<file path="src/sv/blms_pkg.sv">
`default_nettype none

package blms_pkg;

  // Longest window the history register can hold
  localparam int MAX_WINDOW = 31;
  localparam int HIST_W     = MAX_WINDOW;
  localparam int HALF_MAX   = (MAX_WINDOW - 1) / 2;
  localparam int HALF_W     = $clog2(HALF_MAX + 1);
  // Positions, lags, counts and popcounts all fit in this width
  localparam int POS_W      = $clog2(MAX_WINDOW + 1);
  localparam int SEEN_MAX   = MAX_WINDOW - 1;
  localparam int WSIZE_W    = 5;
  localparam logic [WSIZE_W-1:0] WSIZE_RESET = WSIZE_W'(5);

  // Job queue between front and back
  localparam int JQ_DEPTH = 4;
  localparam int JQ_PTR_W = $clog2(JQ_DEPTH);
  localparam int JQ_CNT_W = $clog2(JQ_DEPTH + 1);

  // Result queue on the output side
  localparam int OQ_DEPTH = 2;
  localparam int OQ_PTR_W = $clog2(OQ_DEPTH);
  localparam int OQ_CNT_W = $clog2(OQ_DEPTH + 1);

  // One batch of results caused by one accepted pixel
  typedef struct packed {
    logic [HIST_W-1:0] bits;      // history snapshot, newest in bit 0
    logic [POS_W-1:0]  avail_m1;  // highest valid history position
    logic [HALF_W-1:0] half;      // half window width
    logic [POS_W-1:0]  first_lag; // lag of the oldest owed pixel
    logic [POS_W-1:0]  count;     // number of results to emit
    logic              last;      // batch closes the line
  } job_t;

  typedef struct packed {
    logic smoothed_bit;
    logic line_done;
  } result_t;

endpackage

`default_nettype wire

</file>
<file path="src/sv/blms_front.sv">
`default_nettype none

module blms_front (
  input  wire                        clk,
  input  wire                        rst_n,
  input  wire                        accept,
  input  wire                        pixel_bit,
  input  wire                        line_end,
  input  wire [blms_pkg::WSIZE_W-1:0] win_len,
  output logic                       job_push,
  output blms_pkg::job_t             job
);
  import blms_pkg::*;

  logic [HIST_W-1:0] recent_r, recent_nxt;
  logic [POS_W-1:0]  seen_r, seen_nxt;
  logic [POS_W-1:0]  pending_r, pending_nxt;
  logic [HALF_W-1:0] half_raw, half;
  logic [POS_W-1:0]  pend_inc;
  logic [POS_W-1:0]  n_out;

  // Half width, limited to what the history can serve
  assign half_raw = win_len[WSIZE_W-1:1];
  assign half     = (half_raw > HALF_W'(HALF_MAX)) ? HALF_W'(HALF_MAX) : half_raw;

  assign pend_inc = POS_W'(pending_r + 1'b1);

  // Classify the pixel: how many owed results it releases
  always_comb begin
    recent_nxt  = {recent_r[HIST_W-2:0], pixel_bit};
    seen_nxt    = (seen_r == POS_W'(SEEN_MAX)) ? seen_r : POS_W'(seen_r + 1'b1);
    pending_nxt = pend_inc;
    n_out       = '0;
    if (line_end) begin
      n_out       = pend_inc;
      recent_nxt  = '0;
      seen_nxt    = '0;
      pending_nxt = '0;
    end else if (pend_inc > POS_W'(half)) begin
      n_out       = POS_W'(pend_inc - POS_W'(half));
      pending_nxt = POS_W'(half);
    end
  end

  assign job_push      = accept && (n_out != '0);
  assign job.bits      = {recent_r[HIST_W-2:0], pixel_bit};
  assign job.avail_m1  = seen_r;
  assign job.half      = half;
  assign job.first_lag = pending_r;
  assign job.count     = n_out;
  assign job.last      = line_end;

  // Line state
  always_ff @(posedge clk) begin
    if (!rst_n) begin
      recent_r  <= '0;
      seen_r    <= '0;
      pending_r <= '0;
    end else if (accept) begin
      recent_r  <= recent_nxt;
      seen_r    <= seen_nxt;
      pending_r <= pending_nxt;
    end
  end

endmodule

`default_nettype wire

</file>
<file path="src/sv/blms_job_queue.sv">
`default_nettype none

module blms_job_queue (
  input  wire            clk,
  input  wire            rst_n,
  input  wire            push,
  input  blms_pkg::job_t push_job,
  input  wire            pop,
  output logic           full,
  output logic           valid,
  output blms_pkg::job_t head
);
  import blms_pkg::*;

  job_t                mem_r [JQ_DEPTH];
  logic [JQ_PTR_W-1:0] wr_ptr_r, rd_ptr_r;
  logic [JQ_CNT_W-1:0] cnt_r, cnt_nxt;

  assign full  = (cnt_r == JQ_CNT_W'(JQ_DEPTH));
  assign valid = (cnt_r != '0);
  assign head  = mem_r[rd_ptr_r];

  always_comb begin
    cnt_nxt = cnt_r;
    if (push && !pop) cnt_nxt = JQ_CNT_W'(cnt_r + 1'b1);
    else if (!push && pop) cnt_nxt = JQ_CNT_W'(cnt_r - 1'b1);
  end

  // Pointers and fill count
  always_ff @(posedge clk) begin
    if (!rst_n) begin
      wr_ptr_r <= '0;
      rd_ptr_r <= '0;
      cnt_r    <= '0;
    end else begin
      if (push) wr_ptr_r <= JQ_PTR_W'(wr_ptr_r + 1'b1);
      if (pop)  rd_ptr_r <= JQ_PTR_W'(rd_ptr_r + 1'b1);
      cnt_r <= cnt_nxt;
    end
  end

  // Storage
  always_ff @(posedge clk) begin
    if (push) mem_r[wr_ptr_r] <= push_job;
  end

endmodule

`default_nettype wire

</file>
<file path="src/sv/blms_back.sv">
`default_nettype none

module blms_back (
  input  wire            clk,
  input  wire            rst_n,
  input  wire            job_valid,
  input  blms_pkg::job_t job,
  output logic           job_pop,
  input  wire            out_pop,
  output logic           out_empty,
  output logic           out_smoothed_bit,
  output logic           out_line_done
);
  import blms_pkg::*;

  logic [POS_W-1:0]    k_r;
  logic [POS_W-1:0]    lag, hi, hi_c, cnt, ones;
  logic [HIST_W-1:0]   masked;
  logic                maj, done, last_step, step, out_room, out_take;
  result_t             oq_r [OQ_DEPTH];
  logic [OQ_PTR_W-1:0] owr_r, ord_r;
  logic [OQ_CNT_W-1:0] ocnt_r;

  // Window reach for the current owed pixel, clipped to the history held
  assign lag  = POS_W'(job.first_lag - k_r);
  assign hi   = POS_W'(lag + POS_W'(job.half));
  assign hi_c = (hi > job.avail_m1) ? job.avail_m1 : hi;
  assign cnt  = POS_W'(hi_c + 1'b1);

  // Popcount over the in-range history bits
  always_comb begin
    masked = '0;
    ones   = '0;
    for (int i = 0; i < HIST_W; i++) begin
      masked[i] = job.bits[i] && (POS_W'(i) <= hi_c);
      ones      = POS_W'(ones + POS_W'(masked[i]));
    end
  end

  // Ties count as ones
  assign maj  = ({ones, 1'b0} >= {1'b0, cnt});
  assign done = job.last && (lag == '0);

  // Step through the batch, one result per cycle while there is room
  assign out_take  = out_pop && !out_empty;
  assign out_room  = (ocnt_r != OQ_CNT_W'(OQ_DEPTH)) || out_take;
  assign step      = job_valid && out_room;
  assign last_step = (k_r == POS_W'(job.count - 1'b1));
  assign job_pop   = step && last_step;

  always_ff @(posedge clk) begin
    if (!rst_n) begin
      k_r <= '0;
    end else if (step) begin
      k_r <= last_step ? '0 : POS_W'(k_r + 1'b1);
    end
  end

  // Result queue
  assign out_empty        = (ocnt_r == '0);
  assign out_smoothed_bit = oq_r[ord_r].smoothed_bit;
  assign out_line_done    = oq_r[ord_r].line_done;

  always_ff @(posedge clk) begin
    if (!rst_n) begin
      owr_r  <= '0;
      ord_r  <= '0;
      ocnt_r <= '0;
    end else begin
      if (step)     owr_r <= OQ_PTR_W'(owr_r + 1'b1);
      if (out_take) ord_r <= OQ_PTR_W'(ord_r + 1'b1);
      if (step && !out_take) ocnt_r <= OQ_CNT_W'(ocnt_r + 1'b1);
      else if (!step && out_take) ocnt_r <= OQ_CNT_W'(ocnt_r - 1'b1);
    end
  end

  always_ff @(posedge clk) begin
    if (step) begin
      oq_r[owr_r].smoothed_bit <= maj;
      oq_r[owr_r].line_done    <= done;
    end
  end

endmodule

`default_nettype wire

</file>
<file path="src/sv/binary_line_majority_smoother_core.sv">
`default_nettype none
// Results pass through the job queue and then the result queue. Throughput:
// one pixel per cycle in while in_full is low, one result per cycle out
// unless the result queue is full; a line end releases up to 16 results,
// emitted one per cycle by the single majority unit; the four-entry job queue
// absorbs pixels that arrive during such a burst. Reset: synchronous, active
// low; clears the line state and both queues and sets the window length to 5.

module binary_line_majority_smoother_core (
  input  wire                         clk,
  input  wire                         rst_n,
  input  wire                         cfg_we,
  input  wire [blms_pkg::WSIZE_W-1:0] cfg_wdata,
  input  wire                         in_push,
  output logic                        in_full,
  input  wire                         in_pixel_bit,
  input  wire                         in_line_end,
  output logic                        out_empty,
  input  wire                         out_pop,
  output logic                        out_smoothed_bit,
  output logic                        out_line_done
);
  import blms_pkg::*;

  logic [WSIZE_W-1:0] win_len_r;
  logic               accept, job_push, job_pop, q_full, q_valid;
  job_t               job_in, job_head;

  // Window register
  always_ff @(posedge clk) begin
    if (!rst_n) begin
      win_len_r <= WSIZE_RESET;
    end else if (cfg_we) begin
      win_len_r <= cfg_wdata;
    end
  end

  assign in_full = q_full;
  assign accept  = in_push && !q_full;

  blms_front u_front (
    .clk       (clk),
    .rst_n     (rst_n),
    .accept    (accept),
    .pixel_bit (in_pixel_bit),
    .line_end  (in_line_end),
    .win_len   (win_len_r),
    .job_push  (job_push),
    .job       (job_in)
  );

  blms_job_queue u_queue (
    .clk      (clk),
    .rst_n    (rst_n),
    .push     (job_push),
    .push_job (job_in),
    .pop      (job_pop),
    .full     (q_full),
    .valid    (q_valid),
    .head     (job_head)
  );

  blms_back u_back (
    .clk              (clk),
    .rst_n            (rst_n),
    .job_valid        (q_valid),
    .job              (job_head),
    .job_pop          (job_pop),
    .out_pop          (out_pop),
    .out_empty        (out_empty),
    .out_smoothed_bit (out_smoothed_bit),
    .out_line_done    (out_line_done)
  );

  // A line end always schedules the flush batch
  a_end_flush: assert property (@(posedge clk) disable iff (!rst_n)
    (accept && in_line_end) |-> job_push)
    else $error("line end accepted without flush batch");

  // Batches are never empty
  a_job_nonzero: assert property (@(posedge clk) disable iff (!rst_n)
    job_push |-> (job_in.count != '0))
    else $error("empty batch queued");

  // Queue pops only with a batch present
  a_pop_valid: assert property (@(posedge clk) disable iff (!rst_n)
    job_pop |-> q_valid)
    else $error("batch pop from empty queue");

  // Coming out of reset both sides are clear
  a_reset_clear: assert property (@(posedge clk) disable iff (!rst_n)
    $rose(rst_n) |-> (out_empty && !in_full))
    else $error("queues not clear after reset");

endmodule

`default_nettype wire
</file>
<file path="config.mk">
export PLATFORM = sky130hd
export DESIGN_NAME = binary_line_majority_smoother_core
export DESIGN_NICKNAME = d
export VERILOG_FILES = /design/src/sv/blms_pkg.sv /design/src/sv/blms_front.sv /design/src/sv/blms_job_queue.sv /design/src/sv/blms_back.sv /design/src/sv/binary_line_majority_smoother_core.sv
export SDC_FILE = /design/constraint.sdc
export NUM_CORES = 1
export LEC_CHECK = 0
export BUFFER_PORTS_ARGS = -buffer_cell sky130_fd_sc_hd__buf_2
export CAP_MARGIN = 20
export CORE_MARGIN = 2
export CORE_UTILIZATION = 25
export CTS_CLUSTER_DIAMETER = 60
export DETAILED_ROUTE_END_ITERATION = 8
export HOLD_SLACK_MARGIN = 0.05
export PLACE_DENSITY = 0.35
export SLEW_MARGIN = 30
export SYNTH_ARGS = -nofsm -noshare
export SYNTH_HDL_FRONTEND = slang
export SYNTH_SLANG_ARGS = --single-unit
</file>
<file path="constraint.sdc">
create_clock -name clk -period 18.7 [get_ports clk]
set_input_delay 1.87 -clock clk [delete_from_list [all_inputs] [get_ports clk]]
set_output_delay 1.87 -clock clk [all_outputs]
set_load 0.005 [all_outputs]
</file>
[Word level (Yosys, flattened, before mapping)]
Memory sizes are Yosys's and may differ from the RTL's. A register that Yosys moved wholly into a read port is not among the register bits.
Cells that the tools add are included.
Word-level totals
  bits in registers: 61
  latch bits: 0
  RAM bits: 208
  memory bits (read-only): 0
  bits of input ports: 12
  memories: 2
Operators by class
  add/subtract/negate cells: 46
  multipliers: 0
  divide/modulo/power cells: 0
  $lt $le $gt $ge: 35
  equality and inequality tests: 5
  shifts and indexed selects: 0
  muxes and demuxes: 22
  bitwise operators: 0
  reductions and logical operators: 55
Memories
  u_queue.mem_r: depth 4, width 51, rd ports 1, clocked after Yosys merged registers in 1, wr ports 1, RTL line blms_job_queue.sv:15  | job_t mem_r [JQ_DEPTH];
  u_back.oq_r: depth 2, width 2, rd ports 1, clocked after Yosys merged registers in 1, wr ports 1, RTL line blms_back.sv:20  | result_t oq_r [OQ_DEPTH];
Operators by type and width (number)
  $add A5 B1 Y5: 29
  $le A5 B5 Y1 const A: 15
  $logic_and A1 B1 Y1: 41
  $le A4 B5 Y1 const A: 8
  $mux W5: 8
  $mux W30: 1
  $add A5 B1 Y5 const B: 4
  $le A3 B5 Y1 const A: 4
  $le A1 B5 Y1 const A: 2
  $le A2 B5 Y1 const A: 2
  $mux W2: 4
  $add A2 B1 Y2 const B: 3
  $ge A6 B5 Y1: 1
  $logic_not A1 Y1: 6
  $mux W1: 6
  $mux W3: 2
  $add A5 B4 Y5: 1
  $eq A5 B5 Y1: 1
  $eq A5 B5 Y1 const B: 1
  $gt A5 B4 Y1: 1
  $gt A5 B5 Y1: 1
  $logic_not A5 Y1: 1
  $reduce_bool A5 Y1: 1
  $sub A5 B1 Y5 const B: 1
  other kinds (16): 19

[Logic depth before layout (Yosys ltp)]
  word-level depth: 37
  mapped depth: 43
  mapped depth without buffers: 39

[By module]
Synthesis repeated with hierarchy kept, for this count alone.
Unflattened totals
  cells, all modules: 778
  area, all modules: 12349.3 um^2
By module, submodules not included
  blms_job_queue: instances 1, cells an instance 310, area an instance 7865.0 um^2, seq. area each 6306.0 um^2
  blms_back: instances 1, cells an instance 278, area an instance 2539.9 um^2, seq. area each 320.3 um^2
  blms_front: instances 1, cells an instance 173, area an instance 1750.4 um^2, seq. area each 800.8 um^2
  binary_line_majority_smoother_core: instances 1, cells an instance 17, area an instance 193.9 um^2, seq. area each 100.1 um^2

[Worst setup path after synthesis]
No wires, ideal clock.
  kind: reg2reg
  from: register (tool-made name)
  to: memory u_back.oq_r[0][1] in the netlist's numbering (data pin)
  data arrival time: 9981 ps
  data required time: 18424 ps
  path slack: 8443 ps
  stages on the path, launching flop included: 38
  path buffers: 3
  cell sequence: dfxtp_1 buf_2 clkbuf_1 clkbuf_1 mux4_2 inv_1 ha_1 fa_1 inv_1 fa_1 a21o_1 a21oi_1 xor2_1 ha_1 a21boi_0 o32ai_4 mux2i_1 ha_1 [2 not listed] nand3_1 o21a_1 ha_1 inv_1 fa_1 fa_1 fa_1 fa_1 fa_1 fa_1 inv_1 ha_1 fa_1 xor2_1 ha_1 o21a_1 o21ai_0 a32oi_1
RTL lines (RTL line)
  end, declared: blms_back.sv:20

==> reports/metrics.cfg <==
[min_path]
hold_depth=2
hp-class=reg -> reg
min_from=u_queue.cnt_r[2]
holdPathEnd=u_queue.cnt_r[2]

[placement]
portBuffers=14
dp_hpwl_mm=17.4
gp_congestion=0.717

[detailed_routing]
wire_per_inst_um=19.0
drt_wl_total_mm=30.1
drc_errors=0
vias=6895
drt-initial-drc-count=406
postRouteAntennaNets=0
first_pass_iters=4
viasPerCell=4.34

[timing]
slew_violations=0
tns_ns=0
setup_viol=0
hold_viol=0
worstMarginPinSlew_ns=0.946
min_period_over_period=0.611
finalCriticalPeriod_ns=11.43
skew_ns=0.0113
rsz0062_at_grt=no
max_freq_mhz=87.5
max_slew_margin=0.369

[clock_tree]
cts_tree=built
postCtsHoldBufs=0
clk_latency_ns=0.54
cts.clk_slew.worst_paths_ns=0.05
cts_made_buffers=35
postCtsSetupRepairBufs=0
htree_levels=2
cts_resized=0
clock-sinks=271
clockRootBuffer=clkbuf_16
max-clock-path-buffers=3

[logic_synthesis]
yosys.area.top_type=edfxtp_1
syn-num-nets=946
async_flop_share=0
yosysMostFrequentCell=edfxtp_1
ys_warn_count=0
synth_common_cells=edfxtp_1, dfxtp_1, inv_1
synth-seq-area-share=0.599
synth_area_leaders=edfxtp_1, dfxtp_1, mux4_2, ha_1, fa_1
synth_top_area_frac=0.498
ys.flop_type=edfxtp_1
synth_cells=863
syn_area_um2=12500
synthDistinctLibCells=56
synth-edff-count=208
avgSynthCellArea_um2=14.5
synth_seq_cells=271

[global_route]
grt_overflow_total=0
antenna_found_initial=0
track_usage=0.119
grt_start_max_net_pins=59
grt_first_pass_wirelength_mm=46.6
grt_pass1_vias=7253

[setup_path]
ff2ff_setup_slack_ns=7.27
ff2ff_path_depth=35
worstSetupEndpointType=flip-flop
cp.required_ns=18.98
crit_fanout=27
slowest_stage=dfxtp_4
crit_arrival_ns=11.71
slowest_delay_ns=0.73
criticalPathCategory=reg -> reg
r2r-end=u_back.oq_r[0][1]
start_kind=flip-flop
crit_top_cell=fa_1

[final_layout]
final_layout_size_suffix_gt1_frac=0.165
fin_nets=971
syn_to_final_growth_pct=15.9

[run]
cap_violations=0

[floorplan]
io_pins=16
row_count=82
die_area_um2=52000
initial_core_util=0.251
core_area_um2=49900
die_h_um=228
die_x_um=228

[status]
outcome=complete, no violations

-- sequential cells by signal, summed over array words and instances, names as in the netlist, 3 cells and up, named ones only --
name,cells
u_back.k_r,5
u_back.oq_r,4
u_front.pending_r,5
u_front.recent_r,30
u_front.seen_r,5
u_queue.cnt_r,3
u_queue.mem_r,204
win_len_r,4
-- cells in the final DEF (no fill, tap or decap), types with 3 or more instances in the layout --
cell / netlist / routed
edfxtp_1: 208 / 208
dfxtp_1: 63 / 61
inv_1: 57 / 56
mux4_2: 51 / 51
a21oi_1: 50 / 50
ha_1: 44 / 44
nor2b_1: 42 / 41
clkbuf_16: 0 / 36
and3_1: 31 / 31
fa_1: 27 / 27
nor2_1: 25 / 25
xnor2_1: 20 / 20
nand3_1: 19 / 19
nand2_1: 19 / 19
o21ai_0: 18 / 18
xor2_1: 17 / 17
nor3_1: 14 / 14
buf_2: 6 / 14
o21ai_1: 13 / 13
nand4_1: 11 / 11
and2_1: 15 / 11
buf_4: 2 / 11
a21boi_0: 9 / 9
clkbuf_1: 26 / 9
o21a_1: 8 / 8
mux2_2: 7 / 7
mux2i_1: 9 / 7
a21o_1: 6 / 6
clkinv_1: 0 / 4
nand4b_1: 4 / 4
and2_2: 0 / 4
or3_1: 4 / 4
clkbuf_8: 0 / 4
and4b_1: 3 / 3
inv_6: 0 / 3
clkinv_2: 0 / 3
-- kinds of logic after synthesis --
logic type               count (synthesis)  share of synthesized area
XOR/XNOR                                38                     0.0276
AO/OA/AOI/OAI                          120                     0.0583
adder cells (fa/ha/maj)                 71                     0.0870
buffers and inverters                   95                     0.0314
multiplexers                            68                      0.106
AND/OR/NAND/NOR                        200                     0.0906
flip-flops                             271                      0.599
-- worst max path at each step --
stage	startpoint	to	slack (ns)
detailed placement	flip-flop	u_back.oq_r[0][1]	6.94
global route	flip-flop	u_back.oq_r[0][1]	6.37
global placement	flip-flop	u_back.oq_r[0][1]	6.92
finish	flip-flop	u_back.oq_r[0][1]	7.27
CTS	flip-flop	u_back.oq_r[0][1]	6.90
floorplan	flip-flop	u_back.oq_r[0][1]	8.44
-- per-stage QoR --
stage          setup slack, ns  utilization  std cells  hold slack [ns]  instance area [µm²]
2_1_floorplan             8.44            -        863            0.460                12500
3_3_place_gp              6.92        0.268       1523            0.499                13400
3_5_place_dp              6.94        0.268       1523            0.503                13400
4_1_cts                   6.90        0.291       1587            0.511                14500
5_1_grt                   6.37        0.291       1587            0.541                14500
6_report                  7.27        0.291       1588            0.508                14500
-- metal layers --
layer	share of wire	wire, µm	vias up	GRT usage
met5	0	0	-	0
met2	0.48	14300	72	0.194
met4	0.022	677	0	0.0427
li1	-	-	3281	-
met1	0.47	14300	3499	0.161
met3	0.027	801	43	0.0180
-- critical path: cells and delay by family (launching register included) --
family / cells / cell delay (ns)
mux: 3 / 1.21
xor+xnor: 3 / 0.61
simple gates: 5 / 0.64
flops: 1 / 0.73
buf+inv: 3 / 0.72
compound gates: 8 / 2.00
fa+ha+maj: 13 / 5.25
-- cell type report --
| cell class | instances | area, µm² |
|---|---|---|
| tap | 672 | 841 |
| clock inverter | 15 | 156 |
| timing repair buffer | 26 | 164 |
| fill | 5089 | 35300 |
| inverter | 57 | 214 |
| multi-input combinational | 497 | 4650 |
| sequential | 271 | 7510 |
| clock buffer | 49 | 990 |
| antenna | 1 | 2.50 |
Power is left out: the tool's default activity adds up to more than one toggle a clock period on the data nets, which glitch-free logic cannot reach.
